[src/rtl/amof_pkg.sv]
// ----------------------------------------------------------------------------
// amof_pkg
// Types and codes shared by the addressing mode operand fetch block.
// ----------------------------------------------------------------------------
package amof_pkg;

  typedef enum logic [2:0] {
    PH_IDLE  = 3'd0,
    PH_OP1   = 3'd1,
    PH_DATA  = 3'd2,
    PH_ABSHI = 3'd3,
    PH_PTRLO = 3'd4,
    PH_PTRHI = 3'd5
  } phase_t;

  localparam logic [3:0] MODE_IMM  = 4'd0;
  localparam logic [3:0] MODE_ZP   = 4'd1;
  localparam logic [3:0] MODE_ZPX  = 4'd2;
  localparam logic [3:0] MODE_ZPY  = 4'd3;
  localparam logic [3:0] MODE_ABS  = 4'd4;
  localparam logic [3:0] MODE_ABSX = 4'd5;
  localparam logic [3:0] MODE_ABSY = 4'd6;
  localparam logic [3:0] MODE_INDX = 4'd7;
  localparam logic [3:0] MODE_INDY = 4'd8;

  localparam logic REQ_START = 1'b0;
  localparam logic REQ_DATA  = 1'b1;

  localparam logic [1:0] ST_REQUEST = 2'd0;
  localparam logic [1:0] ST_OPERAND = 2'd1;
  localparam logic [1:0] ST_IGNORED = 2'd2;

  typedef struct packed {
    phase_t      phase;
    logic [3:0]  mode;
    logic [15:0] pc;
    logic [7:0]  x;
    logic [7:0]  y;
    logic [7:0]  zp_ptr;
    logic [7:0]  low;
  } fetch_state_t;

  typedef struct packed {
    logic [1:0]  status;
    logic [15:0] read_addr;
    logic [7:0]  operand;
    logic [15:0] next_pc;
  } fetch_result_t;

endpackage

[src/rtl/amof_step.sv]
// ----------------------------------------------------------------------------
// amof_step
// One step of the operand fetch sequence: from the held state and one
// transaction, form the next state and the result.
// ----------------------------------------------------------------------------
module amof_step (
  input  amof_pkg::fetch_state_t  state,
  input  logic                    req_type,
  input  logic [3:0]              mode,
  input  logic [15:0]             pc,
  input  logic [7:0]              index_x,
  input  logic [7:0]              index_y,
  input  logic [7:0]              read_data,
  output amof_pkg::fetch_state_t  state_next,
  output amof_pkg::fetch_result_t result
);

  logic        busy;
  logic [7:0]  idx_abs;
  logic [7:0]  idx_ind;
  logic [15:0] addr_abs;
  logic [15:0] addr_ind;

  assign busy = (state.phase == amof_pkg::PH_OP1)   || (state.phase == amof_pkg::PH_DATA)  ||
                (state.phase == amof_pkg::PH_ABSHI) || (state.phase == amof_pkg::PH_PTRLO) ||
                (state.phase == amof_pkg::PH_PTRHI);

  assign idx_abs = (state.mode == amof_pkg::MODE_ABSX) ? state.x :
                   (state.mode == amof_pkg::MODE_ABSY) ? state.y : 8'd0;
  assign idx_ind = (state.mode == amof_pkg::MODE_INDY) ? state.y : 8'd0;

  // Pointer and absolute targets wrap at 16 bits
  assign addr_abs = {read_data, 8'd0} + {8'd0, state.low} + {8'd0, idx_abs};
  assign addr_ind = {read_data, 8'd0} + {8'd0, state.low} + {8'd0, idx_ind};

  always_comb begin
    state_next = state;
    result     = '{status: amof_pkg::ST_IGNORED, read_addr: 16'd0,
                   operand: 8'd0, next_pc: 16'd0};
    if (req_type == amof_pkg::REQ_START) begin
      if (!busy && (mode <= amof_pkg::MODE_INDY)) begin
        state_next.mode  = mode;
        state_next.x     = index_x;
        state_next.y     = index_y;
        state_next.pc    = pc + 16'd1;
        state_next.phase = amof_pkg::PH_OP1;
        result.status    = amof_pkg::ST_REQUEST;
        result.read_addr = pc;
      end
    end else if (busy) begin
      result.status = amof_pkg::ST_REQUEST;
      unique case (state.phase)
        amof_pkg::PH_OP1: begin
          unique case (state.mode)
            amof_pkg::MODE_IMM: begin
              state_next.phase = amof_pkg::PH_IDLE;
              result.status    = amof_pkg::ST_OPERAND;
              result.operand   = read_data;
              result.next_pc   = state.pc;
            end
            amof_pkg::MODE_ZP: begin
              state_next.phase = amof_pkg::PH_DATA;
              result.read_addr = {8'd0, read_data};
            end
            amof_pkg::MODE_ZPX: begin
              state_next.phase = amof_pkg::PH_DATA;
              result.read_addr = {8'd0, read_data + state.x};
            end
            amof_pkg::MODE_ZPY: begin
              state_next.phase = amof_pkg::PH_DATA;
              result.read_addr = {8'd0, read_data + state.y};
            end
            amof_pkg::MODE_ABS, amof_pkg::MODE_ABSX, amof_pkg::MODE_ABSY: begin
              state_next.low   = read_data;
              state_next.pc    = state.pc + 16'd1;
              state_next.phase = amof_pkg::PH_ABSHI;
              result.read_addr = state.pc;
            end
            amof_pkg::MODE_INDX: begin
              state_next.zp_ptr = read_data + state.x;
              state_next.phase  = amof_pkg::PH_PTRLO;
              result.read_addr  = {8'd0, read_data + state.x};
            end
            default: begin
              // Indirect indexed: pointer straight from the operand byte
              state_next.zp_ptr = read_data;
              state_next.phase  = amof_pkg::PH_PTRLO;
              result.read_addr  = {8'd0, read_data};
            end
          endcase
        end
        amof_pkg::PH_ABSHI: begin
          state_next.phase = amof_pkg::PH_DATA;
          result.read_addr = addr_abs;
        end
        amof_pkg::PH_PTRLO: begin
          // High pointer byte wraps within page zero
          state_next.low   = read_data;
          state_next.phase = amof_pkg::PH_PTRHI;
          result.read_addr = {8'd0, state.zp_ptr + 8'd1};
        end
        amof_pkg::PH_PTRHI: begin
          state_next.phase = amof_pkg::PH_DATA;
          result.read_addr = addr_ind;
        end
        default: begin
          state_next.phase = amof_pkg::PH_IDLE;
          result.status    = amof_pkg::ST_OPERAND;
          result.operand   = read_data;
          result.next_pc   = state.pc;
        end
      endcase
    end
  end

endmodule

[src/rtl/addressing_mode_operand_fetch.sv]
// ----------------------------------------------------------------------------
// addressing_mode_operand_fetch
// Operand fetch sequencer for the 6502 data addressing modes, with memory
// reads issued as results and answered by read-data transactions.
// ----------------------------------------------------------------------------
// Path: each transaction passes the input register, then the result register;
// the sequencer step sits between them.
// Throughput: one transaction per cycle while the output side keeps up.
// Reset: synchronous, clears both pipeline valids and the sequencer state
// to idle with all held values zero.
module addressing_mode_operand_fetch (
  input  logic        clk,
  input  logic        rst,
  input  logic        in_valid,
  output logic        in_ready,
  input  logic        req_type,
  input  logic [3:0]  mode,
  input  logic [15:0] pc,
  input  logic [7:0]  index_x,
  input  logic [7:0]  index_y,
  input  logic [7:0]  read_data,
  output logic        out_valid,
  input  logic        out_ready,
  output logic [1:0]  status,
  output logic [15:0] read_addr,
  output logic [7:0]  operand,
  output logic [15:0] next_pc
);

  logic                    s1_valid;
  logic                    s1_req_type;
  logic [3:0]              s1_mode;
  logic [15:0]             s1_pc;
  logic [7:0]              s1_x;
  logic [7:0]              s1_y;
  logic [7:0]              s1_data;
  logic                    advance;
  amof_pkg::fetch_state_t  state;
  amof_pkg::fetch_state_t  state_next;
  amof_pkg::fetch_result_t result;
  amof_pkg::fetch_result_t res_q;

  assign advance  = s1_valid && (!out_valid || out_ready);
  assign in_ready = !s1_valid || advance;

  always_ff @(posedge clk) begin
    if (rst) begin
      s1_valid <= 1'b0;
    end else if (in_ready) begin
      s1_valid <= in_valid;
    end
  end

  always_ff @(posedge clk) begin
    if (in_valid && in_ready) begin
      s1_req_type <= req_type;
      s1_mode     <= mode;
      s1_pc       <= pc;
      s1_x        <= index_x;
      s1_y        <= index_y;
      s1_data     <= read_data;
    end
  end

  amof_step u_step (
    .state      (state),
    .req_type   (s1_req_type),
    .mode       (s1_mode),
    .pc         (s1_pc),
    .index_x    (s1_x),
    .index_y    (s1_y),
    .read_data  (s1_data),
    .state_next (state_next),
    .result     (result)
  );

  // Advance the sequencer only when the result register takes the step
  always_ff @(posedge clk) begin
    if (rst) begin
      state <= '{phase: amof_pkg::PH_IDLE, default: '0};
    end else if (advance) begin
      state <= state_next;
    end
  end

  always_ff @(posedge clk) begin
    if (rst) begin
      out_valid <= 1'b0;
    end else if (advance) begin
      out_valid <= 1'b1;
    end else if (out_ready) begin
      out_valid <= 1'b0;
    end
  end

  always_ff @(posedge clk) begin
    if (advance) begin
      res_q <= result;
    end
  end

  assign status    = res_q.status;
  assign read_addr = res_q.read_addr;
  assign operand   = res_q.operand;
  assign next_pc   = res_q.next_pc;

endmodule

[config.mk]
export PLATFORM = sky130hd
export DESIGN_NAME = addressing_mode_operand_fetch
export DESIGN_NICKNAME = d
export VERILOG_FILES = /design/src/rtl/amof_pkg.sv /design/src/rtl/amof_step.sv /design/src/rtl/addressing_mode_operand_fetch.sv
export SDC_FILE = /design/constraint.sdc
export NUM_CORES = 1
export LEC_CHECK = 0
export BUFFER_PORTS_ARGS = -buffer_cell sky130_fd_sc_hd__buf_4
export CORE_UTILIZATION = 59
export DETAILED_ROUTE_END_ITERATION = 16
export MAX_ROUTING_LAYER = met4
export PLACE_DENSITY = 0.85
export SLEW_MARGIN = 5
export SYNTH_ARGS = -nofsm -noshare
export SYNTH_HDL_FRONTEND = slang
export SYNTH_SLANG_ARGS = --single-unit
[constraint.sdc]
create_clock -name clk -period 3.6 [get_ports clk]
set_input_delay 0.72 -clock clk [delete_from_list [all_inputs] [get_ports clk]]
set_output_delay 0.72 -clock clk [all_outputs]
set_load 0.05 [all_outputs]
== After elaboration in Yosys (flattened, before gate mapping) ==
Cells that the tools add are included.
Word-level totals
  bits of input ports: 49
  output and inout bits: 44
  register bits: 144
Cells by class
  equality and inequality tests: 17
  bitwise operators: 2
  add/subtract/negate cells: 8
  muxes and demuxes: 26
  reduce and logical (&&, ||, !) cells: 28
  magnitude comparators: 1
Operator list (number)
  16-bit case mux with 4 select lines: 2
  16-bit two-way mux: 4
  16-bit by 8-bit adder with 16-bit output: 3
  24-bit case mux with 2 select lines: 1
  42-bit two-way mux: 1
  39-bit two-way mux: 1
  18-bit two-way mux: 2
  16-bit by 1-bit adder with 16-bit output, second input constant: 2
  8-bit two-way mux: 4
  8-bit case mux with 2 select lines: 2
  24-bit two-way mux: 1
  3-bit case mux with 3 select lines: 2
  8-bit adder: 2
  4-bit by 3-bit == test with 1-bit output, second input constant: 4
  5-bit AND reduction: 3
  3-bit OR reduction: 3
  8-bit by 1-bit adder with 8-bit output, second input constant: 1
  4-bit by 2-bit == test with 1-bit output, second input constant: 2
  7-bit OR reduction: 1
  3-bit by 2-bit == test with 1-bit output, second input constant: 2
  3-bit == test, second input constant: 2
  1-bit logical OR: 6
  3-bit two-way mux: 2
  2-bit by 1-bit inequality test with 1-bit output, second input constant: 3
  other kinds (15): 26

== Depth between registers and ports, before layout ==
  word-level depth: 9
  gate-level depth with buffers: 16

== By module ==
From an unflattened synthesis, not the netlist that was laid out.
Second synthesis, totals
  cells, all modules: 925
  area, all modules: 8943.6 µm²
By module, submodules not included
  addressing_mode_operand_fetch: cells each 335, instances 1, area an instance 5167.5 µm²
  amof_step: cells each 590, instances 1, area an instance 3776.1 µm²

== Worst setup path after synthesis ==
OpenSTA, ideal clock, no wires.
  kind: register to register
  from: register state[53] (netlist name)
  to: register res_q (netlist bit read_addr[14]) (data pin)
  data arrival time: 3.047 ns
  required time: 3.326 ns
  slack: 0.279 ns
  cell stages (with the launch flop): 17
  cells stage by stage: dfxtp_1 > buf_6 > nand2b_1 > or2_2 > nand2_1 > or2_2 > a21oi_2 > a22o_1 > ha_1 > inv_1 > fa_1 > nor2b_1 > o2111ai_1 > a21oi_1 > o2111ai_1 > xor2_1 > o21ai_0
RTL lines
  to (signal assigned): RTL line addressing_mode_operand_fetch.sv:98  | res_q <= result;
  to (decl): RTL line addressing_mode_operand_fetch.sv:41  | amof_pkg::fetch_result_t res_q;

==> impl_metrics.env <==
export IMPL_status="finished clean"
export IMPL_cts_tree="yes"
export IMPL_period_share=0.912
export IMPL_powerDensity_nw_per_um2=426
export IMPL_max_clock_path_buffers=2
export IMPL_cts_setup_buffers=0
export IMPL_grt_pass1_vias=6127
export IMPL_synth_avg_cell_area_um2=9.94
export IMPL_cts_clk_slew_worst_paths_ns=0.06
export IMPL_fmax_mhz=304
export IMPL_die_h_um=116
export IMPL_reg2reg_slack_ns=0.32
export IMPL_synth_ff_type="edfxtp_1"
export IMPL_worst_ep_required_time_ns=3.75
export IMPL_min_period_ns=3.28
export IMPL_multi_input_area_um2=3700
export IMPL_hold_viol_final=0
export IMPL_cts_root_buf="clkbuf_16"
export IMPL_worst_setup_path_end_kind="register"
export IMPL_synth_xor_area_frac=0.0488
export IMPL_yosys_warnings=0
export IMPL_core_area_um2=12700
export IMPL_ctsHoldBuffers=0
export IMPL_seq_area_um2=3750
export IMPL_ys_ff_latch=144
export IMPL_grt_pass1_wl_mm=32.8
export IMPL_port_buffers=92
export IMPL_clock_latency_ns=0.43
export IMPL_maxSlewHeadroom=0.402
export IMPL_worstHoldPathType="in2reg"
export IMPL_yosysTopAreaCellShare=0.339
export IMPL_num_vias=6392
export IMPL_gp_congestion=0.939
export IMPL_start_util=0.608
export IMPL_ctsHtreeMaxLevel=4
export IMPL_fin_nets=939
export IMPL_synthMuxAreaShare=0.0195
export IMPL_syn_inst=776
export IMPL_hpwl_mm=15.1
export IMPL_grt_max_degree=59
export IMPL_rsz0062_at_grt="false"
export IMPL_synth_edff_count=87
export IMPL_seq_area_frac_synth=0.487
export IMPL_drt_total_wl_mm=21.3
export IMPL_yosysUniqueCellTypes=71
export IMPL_async_flop_share=0
export IMPL_max_stage_delay_ns=0.39
export IMPL_io_pins=93
export IMPL_viasPerCell=6.12
export IMPL_first_pass_iters=5
export IMPL_dpl_worst_slack_ns=0.300
export IMPL_overflow=0
export IMPL_post_route_drc_count=0
export IMPL_crit_arrival_ns=3.43
export IMPL_rows=41
export IMPL_crit_chain="inv_1, or2_2, nand2_1, or2_2, a21oi_2, a22o_1, ha_1, inv_1, fa_1, nor2b_1, o2111ai_1, a21oi_2, o2111ai_1, xor2_1, o21ai_0"
export IMPL_synth_simple_gate_area_frac=0.179
export IMPL_die_x_um=116
export IMPL_worst_pin_slew_ns=0.891
export IMPL_wl_per_cell_um=20.4
export IMPL_synth_compound_area_frac=0.178
export IMPL_start_kind="register"
export IMPL_synthAdderAreaFrac=0.0532
export IMPL_fillCellCount=952
export IMPL_diodes=0
export IMPL_maxCapViolCount=0
export IMPL_worst_slack_ns=0.316
export IMPL_cts_made_buffers=17
export IMPL_synth_top_cell_by_area="edfxtp_1"
export IMPL_setup_viol=0
export IMPL_ir_drop_mv=0.393
export IMPL_path_class="reg2reg"
export IMPL_drtIter0Drc=689
export IMPL_cts_sinks=144
export IMPL_postRouteAntennaNets=0
export IMPL_p_leak_nw=3.42
export IMPL_areaGrowthSynthToFinish_pct=17.7
export IMPL_drv_slew=0
export IMPL_dieArea_um2=13500
export IMPL_drive_gt1_frac=0.180
export IMPL_skew_ns=0.00810
export IMPL_synth_top_family_by_area="simple AND/OR/NAND/NOR gates"
export IMPL_antenna_found_initial=0
export IMPL_tns_ns=0
export IMPL_syn_area_um2=7710
export IMPL_synth_area_leaders="edfxtp_1 34%, dfxtp_1 15%, nand2_1 4.8%"
export IMPL_grtUsageTotal=0.338
export IMPL_critPathSlowestCell="fa_1"
export IMPL_critPathMaxFanout=7
export IMPL_synth_nets=856
## layout make-up
type | count | area share
Tap cell | 172 | 0.0237
Inverter | 21 | 0.00868
Multi-Input combinational cell | 570 | 0.407
Timing Repair Buffer | 105 | 0.0868
Clock inverter | 11 | 0.0102
Sequential cell | 144 | 0.414
Clock buffer | 21 | 0.0496
## final timing paths
path,cells past startpoint,endpoint,startpoint
worst min-delay path,1,s1_data[6],read_data[6]
worst max-delay path,15,read_addr[14],state[52]
worst min register to register,2,state[30],state[30]
worst max register to register,15,read_addr[14],state[52]
## report_power, final
group | switching [mW] | internal, mW | leakage, nW | total, mW
logic | 0.232 | 0.132 | 1.84 | 0.365
clock network | 0.670 | 0.961 | 0.266 | 1.63
registers | 0.0628 | 1.81 | 1.31 | 1.88
total | 0.965 | 2.91 | 3.42 | 3.87
## stage by stage
step / utilization / instance area (um2) / hold WS [ns] / instances / power, mW
3_5_place_dp: 0.673 / 8530 / 0.489 / 1012 / 2.27
3_3_place_gp: 0.673 / 8530 / 0.473 / 1012 / 2.26
4_1_cts: 0.716 / 9070 / 0.452 / 1044 / 3.89
2_1_floorplan: - / 7710 / 0.453 / 776 / 2.12
5_1_grt: 0.716 / 9080 / 0.450 / 1044 / 3.99
6_report: 0.716 / 9080 / 0.466 / 1044 / 3.87
## flip-flops by register name (all words and copies together) (netlist names), 2 cells and up
| signal | flops |
|---|---|
| status | 2 |
| s1_data | 8 |
| s1_x | 8 |
| s1_y | 8 |
| read_addr | 16 |
| state | 55 |
| s1_mode | 4 |
| s1_pc | 16 |
| operand | 8 |
| next_pc | 16 |
## worst max-delay path: cells and delay by family, from the launching register on
family | cells | cell delay (ns)
AND/OR/NAND/NOR | 4 | 0.73
adder cells (fa/ha/maj) | 2 | 0.56
XOR/XNOR | 1 | 0.17
AO/OA/AOI/OAI | 6 | 1.01
buffers and inverters | 2 | 0.21
flip-flops | 1 | 0.31
## synth_stat cells (all sizes together) (21+ instances only)
library cell and n:
nand2 99, clkbuf 22, nor2 56, and2 30, inv 21, dfxtp 57
xnor2 26, edfxtp 87, o21ai 37, ha 28, a21oi 59, nor3 21
nand3 22
## layout by cell type (no fill, tap or decap), types with 21 or more instances in the layout
cell type / count
buf_4: 105
nand2_1: 98
edfxtp_1: 87
dfxtp_1: 57
a21oi_1: 56
nor2_1: 55
o21ai_0: 34
and2_1: 29
ha_1: 28
xnor2_1: 26
nand3_1: 22
inv_1: 21
## kinds of logic after synthesis
| kind of cell | Yosys count |
|---|---|
| AND/OR/NAND/NOR | 277 |
| AO/OA/AOI/OAI | 204 |
| flip-flops | 144 |
| buffers and inverters | 62 |
| XOR/XNOR | 43 |
| adder cells (fa/ha/maj) | 31 |
| multiplexers | 15 |
## per-layer routing
metal	routed length, um	share of wire	GRT usage
met2	10500	0.49	0.560
met1	8870	0.42	0.401
met4	605	0.028	0.141
met3	1280	0.060	0.0680
met5	0	0	-
## timing repair
action,4_1_cts,5_1_grt
gates resized for setup,0,1
hold endpoints to repair,0,0
endpoints found under the setup margin,0,1
Note: power is estimated with default switching activity, not from simulation.
